`config.mk`:
```
export PLATFORM = sky130hd
export DESIGN_NAME = euc_to_jis_or_sjis_converter_flat
export DESIGN_NICKNAME = d
export VERILOG_FILES = /design/src/rtl/core/ejc_pkg.sv /design/src/rtl/core/ejc_if.sv /design/src/rtl/core/euc_to_jis_or_sjis_converter.sv /design/src/rtl/core/ejc_encode.sv /design/src/rtl/core/ejc_burst.sv /design/src/flat_wrapper.sv
export VERILOG_INCLUDE_DIRS = /design/src /design/src/rtl/core
export SDC_FILE = /design/constraint.sdc
export NUM_CORES = 1
export LEC_CHECK = 0
export ABC_CLOCK_PERIOD_IN_PS = 8800
export BUFFER_PORTS_ARGS = -buffer_cell sky130_fd_sc_hd__buf_2
export CAP_MARGIN = 20
export CORE_AREA = 2 2 69 71
export CTS_CLUSTER_SIZE = 20
export DETAILED_ROUTE_END_ITERATION = 8
export DIE_AREA = 0 0 71 73
export PLACE_DENSITY = 0.95
export SYNTH_ARGS = -nofsm -noshare
export SYNTH_HDL_FRONTEND = slang
export SYNTH_SLANG_ARGS = --single-unit
export TNS_END_PERCENT = 1
```
`constraint.sdc`:
```
create_clock -name clk -period 8.8 [get_ports clk]
set_input_delay 0.88 -clock clk [delete_from_list [all_inputs] [get_ports clk]]
set_output_delay 0.88 -clock clk [all_outputs]
set_load 0.005 [all_outputs]
```
`src/rtl/core/euc_to_jis_or_sjis_converter_assert.svh`:
```
// Assertion macros for the EUC-JP converter.
// Each macro expects clk and rst to be visible at the point of use.
`ifndef EUC_TO_JIS_OR_SJIS_CONVERTER_ASSERT_SVH
`define EUC_TO_JIS_OR_SJIS_CONVERTER_ASSERT_SVH

`ifndef SYNTHESIS

// Same-cycle implication
`define EJC_ASSERT_NOW(lbl, ante, cons, msg) \
  lbl: assert property (@(posedge clk) disable iff (rst) (ante) |-> (cons)) \
    else $error(msg);

// Next-cycle implication
`define EJC_ASSERT_NEXT(lbl, ante, cons, msg) \
  lbl: assert property (@(posedge clk) disable iff (rst) (ante) |=> (cons)) \
    else $error(msg);

`else

`define EJC_ASSERT_NOW(lbl, ante, cons, msg)
`define EJC_ASSERT_NEXT(lbl, ante, cons, msg)

`endif

`endif

```
`src/rtl/core/ejc_pkg.sv`:
```
package ejc_pkg;

  // Output code register values (3 behaves as pass-through)
  localparam logic [1:0] MODE_PASS = 2'd0;
  localparam logic [1:0] MODE_JIS  = 2'd1;
  localparam logic [1:0] MODE_SJIS = 2'd2;

  // Longest burst one input byte can cause: ESC $ B, byte, ESC ( B
  localparam int MAX_RESULTS = 7;
  localparam int BURST_IDX_W = $clog2(MAX_RESULTS);

  // Escape sequence bytes
  localparam logic [7:0] ESC_BYTE      = 8'h1B;
  localparam logic [7:0] JIS_KANJI_MID = 8'h24;
  localparam logic [7:0] JIS_ASCII_MID = 8'h28;
  localparam logic [7:0] ESC_FINAL     = 8'h42;

  // Shift-JIS arithmetic constants
  localparam logic [6:0] SJIS_ROW_SPLIT   = 7'h5E;
  localparam logic [7:0] SJIS_LEAD_LOW    = 8'h71;
  localparam logic [7:0] SJIS_LEAD_HIGH   = 8'hB1;
  localparam logic [6:0] SJIS_TRAIL_SPLIT = 7'h60;
  localparam logic [7:0] SJIS_ODD_LOW     = 8'h1F;
  localparam logic [7:0] SJIS_ODD_HIGH    = 8'h20;
  localparam logic [7:0] SJIS_EVEN        = 8'h7E;

  typedef logic [7:0] byte_t;

  // One burst of output bytes caused by a single input byte
  typedef struct packed {
    byte_t [MAX_RESULTS-1:0] bytes;
    logic [BURST_IDX_W-1:0]  last_idx;
    logic                    string_end;
  } burst_t;

endpackage

```
`src/rtl/core/ejc_if.sv`:
```
// Input byte channel
interface ejc_in_if;
  logic       valid;
  logic       ready;
  logic [7:0] in_byte;
  logic       in_last;

  modport source (output valid, output in_byte, output in_last, input ready);
  modport sink   (input valid, input in_byte, input in_last, output ready);
endinterface

// Output byte channel
interface ejc_out_if;
  logic       valid;
  logic       ready;
  logic [7:0] out_byte;
  logic       string_end;
  logic       run_last;

  modport source (output valid, output out_byte, output string_end, output run_last,
                  input ready);
  modport sink   (input valid, input out_byte, input string_end, input run_last,
                  output ready);
endinterface

```
`src/rtl/core/euc_to_jis_or_sjis_converter.sv`:
```
// Channel  Dir  Payload                          Handshake
// din      in   in_byte[7:0], in_last            valid / ready
// dout     out  out_byte[7:0], string_end,       valid / ready
//               run_last
// cfg      in   output_code[1:0]                 output_code_we
//
// One input byte per cycle while dout is ready, when each byte yields one output
// byte; a byte that yields a burst of k bytes (JIS escapes, Shift-JIS pair) holds
// the single burst register until all k have gone, stepped by its byte index.
// A held Shift-JIS lead byte is accepted and yields nothing.
// Reset (rst, synchronous) empties the burst register and clears mode state.
// A stall on dout holds the burst; din.ready drops until its last byte goes.
module euc_to_jis_or_sjis_converter
  import ejc_pkg::*;
(
  input  logic       clk,
  input  logic       rst,
  input  logic       output_code_we,
  input  logic [1:0] output_code,
  ejc_in_if.sink     din,
  ejc_out_if.source  dout
);

`include "euc_to_jis_or_sjis_converter_assert.svh"

  logic [1:0] code;
  logic       fire;
  logic       has_result;
  logic       can_load;
  burst_t     burst;

  // Configuration register
  always_ff @(posedge clk) begin
    if (rst) begin
      code <= MODE_PASS;
    end else if (output_code_we) begin
      code <= output_code;
    end
  end

  assign din.ready = can_load;
  assign fire      = din.valid && din.ready;

  ejc_encode u_encode (
    .clk            (clk),
    .rst            (rst),
    .output_code    (code),
    .output_code_we (output_code_we),
    .fire           (fire),
    .in_byte        (din.in_byte),
    .in_last        (din.in_last),
    .has_result     (has_result),
    .burst          (burst)
  );

  ejc_burst u_burst (
    .clk      (clk),
    .rst      (rst),
    .load     (fire && has_result),
    .burst_in (burst),
    .can_load (can_load),
    .dout     (dout)
  );

  // Checks
  `EJC_ASSERT_NOW(a_end_on_run_last, dout.valid && dout.string_end, dout.run_last, "end off run")
  `EJC_ASSERT_NOW(a_ready, din.ready, !dout.valid || (dout.run_last && dout.ready), "ready busy")
  `EJC_ASSERT_NEXT(a_kept, dout.valid && !(dout.run_last && dout.ready), dout.valid, "dropped")

endmodule

```
`src/rtl/core/ejc_encode.sv`:
```
// Converts one accepted byte into a burst and keeps the conversion state.
module ejc_encode
  import ejc_pkg::*;
(
  input  logic       clk,
  input  logic       rst,
  input  logic [1:0] output_code,
  input  logic       output_code_we,
  input  logic       fire,
  input  logic [7:0] in_byte,
  input  logic       in_last,
  output logic       has_result,
  output burst_t     burst
);

  logic       kanji_mode;
  logic       lead_pending;
  logic [6:0] lead_row;
  logic       kanji_mode_next;
  logic       lead_pending_next;
  logic [6:0] lead_row_next;

  logic                   hi;
  logic [6:0]             low7;
  logic [7:0]             row_m1;
  logic [7:0]             sjis_s1;
  logic [7:0]             trail_add;
  logic [7:0]             sjis_s2;
  byte_t [MAX_RESULTS-1:0] bytes;
  logic [BURST_IDX_W-1:0] n;

  assign hi   = in_byte[7];
  assign low7 = in_byte[6:0];

  // Shift-JIS pair arithmetic, all mod 256
  assign row_m1    = {1'b0, lead_row} - 8'd1;
  assign sjis_s1   = {1'b0, row_m1[7:1]} +
                     ((lead_row <= SJIS_ROW_SPLIT) ? SJIS_LEAD_LOW : SJIS_LEAD_HIGH);
  assign trail_add = lead_row[0] ? ((low7 < SJIS_TRAIL_SPLIT) ? SJIS_ODD_LOW : SJIS_ODD_HIGH)
                                 : SJIS_EVEN;
  assign sjis_s2   = {1'b0, low7} + trail_add;

  // Burst assembly and next state
  always_comb begin
    bytes             = '0;
    n                 = '0;
    has_result        = 1'b1;
    kanji_mode_next   = kanji_mode;
    lead_pending_next = lead_pending;
    lead_row_next     = lead_row;
    case (output_code)
      MODE_JIS: begin
        if (kanji_mode != hi) begin
          bytes[0] = ESC_BYTE;
          bytes[1] = hi ? JIS_KANJI_MID : JIS_ASCII_MID;
          bytes[2] = ESC_FINAL;
          n        = BURST_IDX_W'(3);
        end
        bytes[n] = {1'b0, low7};
        // kanji run closed at string end
        if (in_last && hi) begin
          bytes[n + BURST_IDX_W'(1)] = ESC_BYTE;
          bytes[n + BURST_IDX_W'(2)] = JIS_ASCII_MID;
          bytes[n + BURST_IDX_W'(3)] = ESC_FINAL;
          n = n + BURST_IDX_W'(3);
        end
        kanji_mode_next = hi;
      end
      MODE_SJIS: begin
        if (lead_pending) begin
          bytes[0]          = sjis_s1;
          bytes[1]          = sjis_s2;
          n                 = BURST_IDX_W'(1);
          lead_pending_next = 1'b0;
        end else if (hi) begin
          // hold the lead; a lone lead at string end is dropped
          has_result        = 1'b0;
          lead_row_next     = low7;
          lead_pending_next = 1'b1;
        end else begin
          bytes[0] = in_byte;
        end
      end
      default: begin
        bytes[0] = in_byte;
      end
    endcase
    if (in_last) begin
      kanji_mode_next   = 1'b0;
      lead_pending_next = 1'b0;
    end
  end

  assign burst.bytes      = bytes;
  assign burst.last_idx   = n;
  assign burst.string_end = in_last;

  // State registers
  always_ff @(posedge clk) begin
    if (rst) begin
      kanji_mode   <= 1'b0;
      lead_pending <= 1'b0;
      lead_row     <= '0;
    end else if (output_code_we) begin
      kanji_mode   <= 1'b0;
      lead_pending <= 1'b0;
    end else if (fire) begin
      kanji_mode   <= kanji_mode_next;
      lead_pending <= lead_pending_next;
      lead_row     <= lead_row_next;
    end
  end

endmodule

```
`src/rtl/core/ejc_burst.sv`:
```
// Result register: holds one burst and sends it out a byte per transaction.
module ejc_burst
  import ejc_pkg::*;
(
  input  logic       clk,
  input  logic       rst,
  input  logic       load,
  input  burst_t     burst_in,
  output logic       can_load,
  ejc_out_if.source  dout
);

  logic                   bvalid;
  burst_t                 burst;
  logic [BURST_IDX_W-1:0] idx;
  logic                   at_last;
  logic                   take;
  logic                   done_now;

  assign at_last  = (idx == burst.last_idx);
  assign take     = bvalid && dout.ready;
  assign done_now = take && at_last;
  assign can_load = !bvalid || done_now;

  assign dout.valid      = bvalid;
  assign dout.out_byte   = burst.bytes[idx];
  assign dout.run_last   = at_last;
  assign dout.string_end = at_last && burst.string_end;

  // Control
  always_ff @(posedge clk) begin
    if (rst) begin
      bvalid <= 1'b0;
      idx    <= '0;
    end else if (load) begin
      bvalid <= 1'b1;
      idx    <= '0;
    end else if (done_now) begin
      bvalid <= 1'b0;
    end else if (take) begin
      idx <= idx + BURST_IDX_W'(1);
    end
  end

  // Payload
  always_ff @(posedge clk) begin
    if (load) begin
      burst <= burst_in;
    end
  end

endmodule
```
`src/flat_wrapper.sv`:
```
// flat-port wrapper written by rule: the top's interface ports become plain ports
module euc_to_jis_or_sjis_converter_flat import ejc_pkg::*;
  (clk, rst, output_code_we, output_code, din_valid, din_in_byte, din_in_last, din_ready, dout_valid, dout_out_byte, dout_string_end, dout_run_last, dout_ready);
  ejc_in_if din_i ();
  ejc_out_if dout_i ();
  input  logic clk;
  input  logic rst;
  input  logic output_code_we;
  input  logic [1:0] output_code;
  input wire logic [$bits(din_i.valid)-1:0] din_valid;
  input wire logic [$bits(din_i.in_byte)-1:0] din_in_byte;
  input wire logic [$bits(din_i.in_last)-1:0] din_in_last;
  output wire logic [$bits(din_i.ready)-1:0] din_ready;
  output wire logic [$bits(dout_i.valid)-1:0] dout_valid;
  output wire logic [$bits(dout_i.out_byte)-1:0] dout_out_byte;
  output wire logic [$bits(dout_i.string_end)-1:0] dout_string_end;
  output wire logic [$bits(dout_i.run_last)-1:0] dout_run_last;
  input wire logic [$bits(dout_i.ready)-1:0] dout_ready;
  assign din_i.valid = din_valid;
  assign din_i.in_byte = din_in_byte;
  assign din_i.in_last = din_in_last;
  assign din_ready = din_i.ready;
  assign dout_valid = dout_i.valid;
  assign dout_out_byte = dout_i.out_byte;
  assign dout_string_end = dout_i.string_end;
  assign dout_run_last = dout_i.run_last;
  assign dout_i.ready = dout_ready;
  euc_to_jis_or_sjis_converter u_core (.clk(clk), .rst(rst), .output_code_we(output_code_we), .output_code(output_code), .din(din_i), .dout(dout_i));
endmodule
```
==> results of run 1 <==
==> layout by cell type, fill, tap and decap left out, types with 2 or more instances in the layout <==
cell	instances
nand3_1	3
nor2b_1	6
a21o_1	3
nand2b_1	2
a22oi_1	3
a221o_1	2
and2_1	7
nand3b_1	2
a31oi_1	3
nor3_1	14
o31ai_1	2
clkbuf_8	5
o21ai_0	21
ha_1	18
edfxtp_1	30
o21a_1	3
or3_1	2
o211ai_1	2
a21oi_1	9
dfxtp_1	15
nand2_1	22
nor3b_1	3
inv_1	19
mux2i_1	17
buf_2	27
nor2_1	20
xnor2_1	6
nand4bb_1	2
and3_1	3
xor2_1	12
mux4_2	2
==> final cells by class <==
cell class                 instances  area, sq um  area share
clock inverter                     3         21.3     0.00706
clock buffer                       5         68.8      0.0228
sequential                        45         1200       0.399
tap                               54         67.6      0.0224
timing repair buffer              28          143      0.0473
multi-input combinational        200         1440       0.478
inverter                          19         71.3      0.0237
==> per-layer routing <==
layer / up-vias / GRT usage
li1: 1027 / -
met1: 984 / 0.292
met2: 62 / 0.395
met3: 10 / 0.0401
met4: 0 / 0.0922
met5: - / 0
==> per-stage QoR <==
| step | total power, mW | util |
|---|---|---|
| 2_1_floorplan | 0.292 | - |
| 3_3_place_gp | 0.311 | 0.645 |
| 3_5_place_dp | 0.315 | 0.645 |
| 4_1_cts | 0.442 | 0.665 |
| 5_1_grt | 0.458 | 0.665 |
| 6_report | 0.440 | 0.665 |
==> how the worst min path moves through the flow <==
stage	from	end	slack [ns]
3_5_place_dp	u_core.code[1]	u_core.code[1]	0.52
6_report	u_core.code[1]	u_core.code[1]	0.53
3_3_place_gp	u_core.code[1]	u_core.code[1]	0.51
4_1_cts	u_core.code[1]	u_core.code[1]	0.54
5_1_grt	u_core.u_burst.dout.valid	u_core.u_burst.dout.valid	0.58
2_1_floorplan	u_core.code[1]	u_core.code[1]	0.49
==> worst reg2reg max path: cells and delay by family (launching register included) <==
family | cells | cell delay (ns)
DFF | 1 | 0.89
and+or+nand+nor | 3 | 0.75
AOI/OAI and AO/OA | 1 | 0.48
xor gates and xnor gates | 1 | 0.25
muxes | 1 | 0.23
==> synth_stat cells (6+ instances only) <==
library cell,number,area share
xor2_1,12,0.038
nand2_1,22,0.030
a21oi_1,10,0.018
nor2b_1,6,0.014
inv_1,19,0.026
o21ai_0,21,0.038
mux2i_1,17,0.061
dfxtp_1,15,0.11
clkbuf_1,8,0.011
ha_1,18,0.081
xnor2_1,6,0.019
nor3_1,14,0.025
and2_1,7,0.016
edfxtp_1,30,0.32
nor2_1,20,0.027
==> power by group <==
| group | switching [mW] | leakage [nW] | internal (mW) |
|---|---|---|---|
| clock | 0.0732 | 0.0445 | 0.0564 |
| sequential | 0.00621 | 0.419 | 0.239 |
| combinational | 0.0379 | 0.794 | 0.0278 |
==> cells by family (layout without fill, tap and decap cells) <==
group	Yosys count	in the layout	share of synthesized area
compound gates	53	53	0.124
xor+xnor	19	19	0.0627
fa+ha+maj	19	19	0.0884
buf+inv	30	55	0.0487
flops	45	45	0.433
mux	20	20	0.0816
simple gates	89	89	0.161
==> state kept, by name (all words and copies together) (netlist names) <==
register	cells
u_core.u_burst.dout.valid	1
u_core.u_encode.kanji_mode	1
u_core.u_burst.burst	30
u_core.u_encode.lead_pending	1
u_core.u_encode.lead_row	7
u_core.u_burst.idx	3
u_core.code	2
==> results.yml, run 1 <==
floorplan:
  io_pins: 28
  die_w_microns: 71
  die_h_microns: 73
  start_util: 0.612
  rows: 25
  die_area_sq_um: 5180
  coreArea_sq_um: 4540
synth:
  ys_seq_elements: 45
  synthFlopType: "edfxtp_1"
  yosysSeqAreaShare: 0.433
  ys_warn_count: 0
  yosysUniqueCellTypes: 41
  synthCells: 275
  synthArstFlopShare: 0
  syn_area_per_cell_sq_um: 10.1
  syn-num-nets: 310
  synth_enable_flop_cells: 30
  netlist_area_sq_um: 2770
place:
  hpwlAfterDp_microns: 4210
  placed_cells: 346
  place_area_sq_um: 2920
  dp_slack_ns: 5.86
  io_buffers: 27
  routabilityCongestion: 0.869
final_layout:
  nNetsFinal: 334
  diodes: 0
  fillers: 330
  drive_gt1_frac: 0.150
  design_area_sq_um: 3010
  syn_to_final_growth_pct: 8.66
  final-instance-count-excl-fill: 354
detailed_routing:
  wl_met2_microns: 2790
  drc_errors: 0
  wl_met1_microns: 2350
  first_pass_iters: 5
  drtIter0Drc: 108
  vias: 2083
  routed_wl_microns: 5480
  wire_per_inst_microns: 15.5
  topRoutingLayerUsed: "met4"
  vias_per_cell: 5.88
  routed-wl-met3_microns: 219
  drtAntennaViolNets: 0
power:
  ir_worst_vdd_mv: 0.124
  power.density_nw_per_um2: 146
  leakage_nw: 1.26
min_path:
  min_path_type: "register to register"
  whs_path_depth: 2
timing:
  clock.fmax_mhz: 334
  fin_crit_ns: 3.00
  finalMaxSlewViolations: 0
  fin_skew_ns: 0.00726
  tightest_slew_ns: 0.852
  fin_ws_ns: 5.80
  rsz0062_at_grt: "no"
  period_share: 0.340
  hold_viol_final: 0
  setup_viol: 0
  fin_setup_tns_ns: 0
  whs_ns: 0.534
  slew_headroom: 0.431
setup_path:
  crit_type: "register to primary output"
  start_kind: "register"
  crit_path_start: "u_core.u_burst.idx[0]"
  path_delay_family: "flip-flops"
  crit_path_end: "din_ready"
  cp_num_cells: 3
  worst_path_largest_cell_delay_ns: 0.89
  crit_path_max_fanout: 19
  reg2reg_to: "u_core.u_encode.lead_row[2]"
  arrival_ns: 2.12
  slowest_stage: "dfxtp_1"
  r2r-start: "u_core.u_burst.idx[0]"
  cp_data_required_time_ns: 7.92
  r2r_setup_slack_ns: 6.09
  path_cells: "xor2_1 -> o41ai_4 -> buf_2"
  reg2regPathDepth: 6
  critPathCaptureType: "primary output"
  path_buf_inv: 1
cts:
  ctsHoldBuffers: 0
  clk_latency_ns: 0.30
  post_cts_resized: 0
  cts_max_path_buffers: 2
  cts.clk_slew.worst_paths_ns: 0.09
  cts_max_level: 2
  clock-root-buffer: "clkbuf_8"
  tritoncts_num_sinks: 45
  cts_tree: "built"
  cts_buffers: 5
  cts_setup_buffers: 0
status:
  status: "finished, final reports clean"
grt:
  antenna_found_initial: 0
  grt_pass1_wl_microns: 9210
  track_usage: 0.230
  grt_max_degree: 35
  grt_pass1_vias: 1947
  grt_overflow: 0
run:
  timing.max_cap.violations: 0
Note: power is estimated with default switching activity, not from simulation.
==> inputs of run 2 (changes only) <==
- ABC_AREA: default -> 1
- ABC_CLOCK_PERIOD_IN_PS: 8800 -> 2900
- CORE_AREA: 2 2 69 71 -> 2 2 74 76
- DIE_AREA: 0 0 71 73 -> 0 0 76 78
- PLACE_DENSITY: 0.95 -> 0.89
- clock period: 8.8 -> 2.9 ns (I/O delays scaled with it)
==> run 2 against run 1 <==
Compared with the run above:
- register-to-register slack got worse by 5.6 ns
- synthesized cell count increased by 41%
- critical endpoint is now dout_out_byte[3]
- largest cell class unchanged
- hold slack got worse by 0.33 ns
==> results.yml, run 2 <==
status:
  status: "finished, final reports clean"
synth:
  syn-num-nets: 423
  synth.area.top_cells: "edfxtp_1 (31%), nand2_1 (12%), dfxtp_1 (10%)"
  netlist_area_sq_um: 2940
  yosysSeqAreaShare: 0.408
  yosys-top-cells-count: "nand2_1 (92), nor2_1 (58), inv_1 (53), edfxtp_1 (30), o21ai_0 (29)"
  ys_warn_count: 0
  synth_top_cell_by_area: "edfxtp_1"
  synth_top_area_share: 0.306
  yosysUniqueCellTypes: 33
  synthFlopType: "edfxtp_1"
  synthCells: 388
  ys_seq_elements: 45
  syn_area_per_cell_sq_um: 7.59
  synthArstFlopShare: 0
  synth.most_common_cell: "nand2_1"
  synth_enable_flop_cells: 30
final_layout:
  diodes: 0
  syn_to_final_growth_pct: 10.3
  largest_reg_flops: 30
  final_common_cell: "nand2_1"
  nNetsFinal: 451
  largestRegisters: "u_core.u_burst.burst: 30 flops, u_core.u_encode.lead_row: 7 flops, u_core.u_burst.idx: 3 flops"
  utilization: 0.644
  final-instance-count-excl-fill: 487
  regMostFlops: "u_core.u_burst.burst"
  final_cell_mix: "nand2_1 (92), nor2_1 (57), inv_1 (53)"
  drive_gt1_frac: 0.118
floorplan:
  rows: 26
  die_h_microns: 78
  coreArea_sq_um: 5040
  die_area_sq_um: 5930
  die_w_microns: 76
  start_util: 0.584
  io_pins: 28
setup_path:
  start_kind: "register"
  arrival_ns: 2.24
  crit_path_max_fanout: 13
  crit_type: "register to primary output"
  critPathCaptureType: "primary output"
  cp_data_required_time_ns: 2.61
cts:
  cts_max_level: 2
  cts.clk_slew.worst_paths_ns: 0.09
  cts_setup_buffers: 0
  post_cts_resized: 0
  cts_buffers: 5
  cts_tree: "built"
  cts_max_path_buffers: 2
  tritoncts_num_sinks: 45
  clk_latency_ns: 0.30
  clock-root-buffer: "clkbuf_8"
  ctsHoldBuffers: 0
run:
  timing.max_cap.violations: 0
timing:
  clock.fmax_mhz: 395
  fin_setup_tns_ns: 0
  period_share: 0.874
  fin_skew_ns: 0.00794
  slew_headroom: 0.511
  fin_crit_ns: 2.53
  setup_viol: 0
  tightest_slew_ns: 0.728
  rsz0062_at_grt: "no"
  finalMaxSlewViolations: 0
  hold_viol_final: 0
power:
  power.density_nw_per_um2: 466
  finalPower_mw: 1.51
  leakage_nw: 1.49
  ir_worst_vdd_mv: 0.298
min_path:
  min_path_type: "input port to register"
detailed_routing:
  drc_errors: 0
  vias: 2577
  drtAntennaViolNets: 0
  first_pass_iters: 5
  routed_wl_microns: 6560
  vias_per_cell: 5.29
  wire_per_inst_microns: 13.5
  drtIter0Drc: 192
grt:
  track_usage: 0.231
  grt_pass1_vias: 2404
  grt_pass1_wl_microns: 10900
  grt_max_degree: 31
  antenna_found_initial: 0
  grt_overflow: 0
place:
  hpwlAfterDp_microns: 5190
  routabilityCongestion: 0.913
  io_buffers: 27
  placed_cells: 479
==> run 2: changes by cell type in the layout (fill, tap and decap cells not counted), sizes merged, moves of 4 or more <==
| cell | before | now |
|---|---|---|
| nor2 | 20 | 58 |
| o21ai | 21 | 30 |
| nand3 | 3 | 17 |
| a21oi | 10 | 25 |
| nand2 | 23 | 97 |
| nor3 | 14 | 9 |
| nand4 | 0 | 4 |
| inv | 20 | 53 |
| mux2i | 17 | 0 |
| and2 | 7 | 1 |
| xor2 | 13 | 5 |
| nor2b | 6 | 0 |
==> run 2: per-layer routing <==
| layer | global-route usage | vias to the layer above | share of wire |
|---|---|---|---|
| li1 | - | 1328 | - |
| met1 | 0.294 | 1166 | 0.45 |
| met2 | 0.409 | 69 | 0.49 |
| met3 | 0.0384 | 14 | 0.047 |
| met4 | 0.0618 | 0 | 0.015 |
| met5 | 0 | - | 0 |
==> run 2: layout make-up <==
| class | count | area [sq um] |
|---|---|---|
| sequential | 45 | 1200 |
| timing repair buffer | 28 | 143 |
| multi-input combinational | 281 | 1490 |
| clock inverter | 2 | 37.5 |
| clock buffer | 6 | 82.6 |
| inverter | 55 | 208 |
| fill | 446 | 1790 |
| tap | 70 | 87.6 |
==> run 2: power by group <==
group	switching (mW)	total, mW	internal, mW
clock	0.220	0.500	0.280
sequential	0.0194	0.751	0.731
combinational	0.169	0.264	0.0947
total	0.409	1.51	1.11
==> run 2: cells by family after synthesis <==
| logic type | share of synthesized area |
|---|---|
| AND/OR/NAND/NOR | 0.269 |
| adder cells (fa/ha/maj) | 0.0833 |
| XOR/XNOR | 0.0289 |
| flip-flops | 0.408 |
| buffers and inverters | 0.0871 |
| AO/OA/AOI/OAI | 0.124 |
==> run 2: critical path, cell delays in order, from the launching register on <==
cell       delay [ns]
dfxtp_1          0.59
inv_1            0.29
nor3_1           0.67
nand2_1          0.13
o2111ai_1        0.11
buf_2            0.14
==> run 2: per-stage QoR <==
stage | setup WS (ns) | cell area (sq um) | hold slack [ns]
5_1_grt | 0.175 | 3250 | 0.221
6_report | 0.366 | 3250 | 0.202
4_1_cts | 0.385 | 3250 | 0.204
2_1_floorplan | 0.234 | 2940 | 0.389
3_5_place_dp | 0.498 | 3130 | 0.481
3_3_place_gp | 0.570 | 3130 | 0.467
==> run 2: final timing paths <==
path,from,endpoint,cells past startpoint,slack (ns)
min,din_in_last,u_core.u_burst.burst[0],1,0.20
max,u_core.u_burst.idx[0],dout_out_byte[3],5,0.37
max reg2reg,u_core.u_encode.lead_row[0],u_core.u_burst.burst[11],14,0.44
min reg2reg,u_core.code[0],u_core.code[0],2,0.49
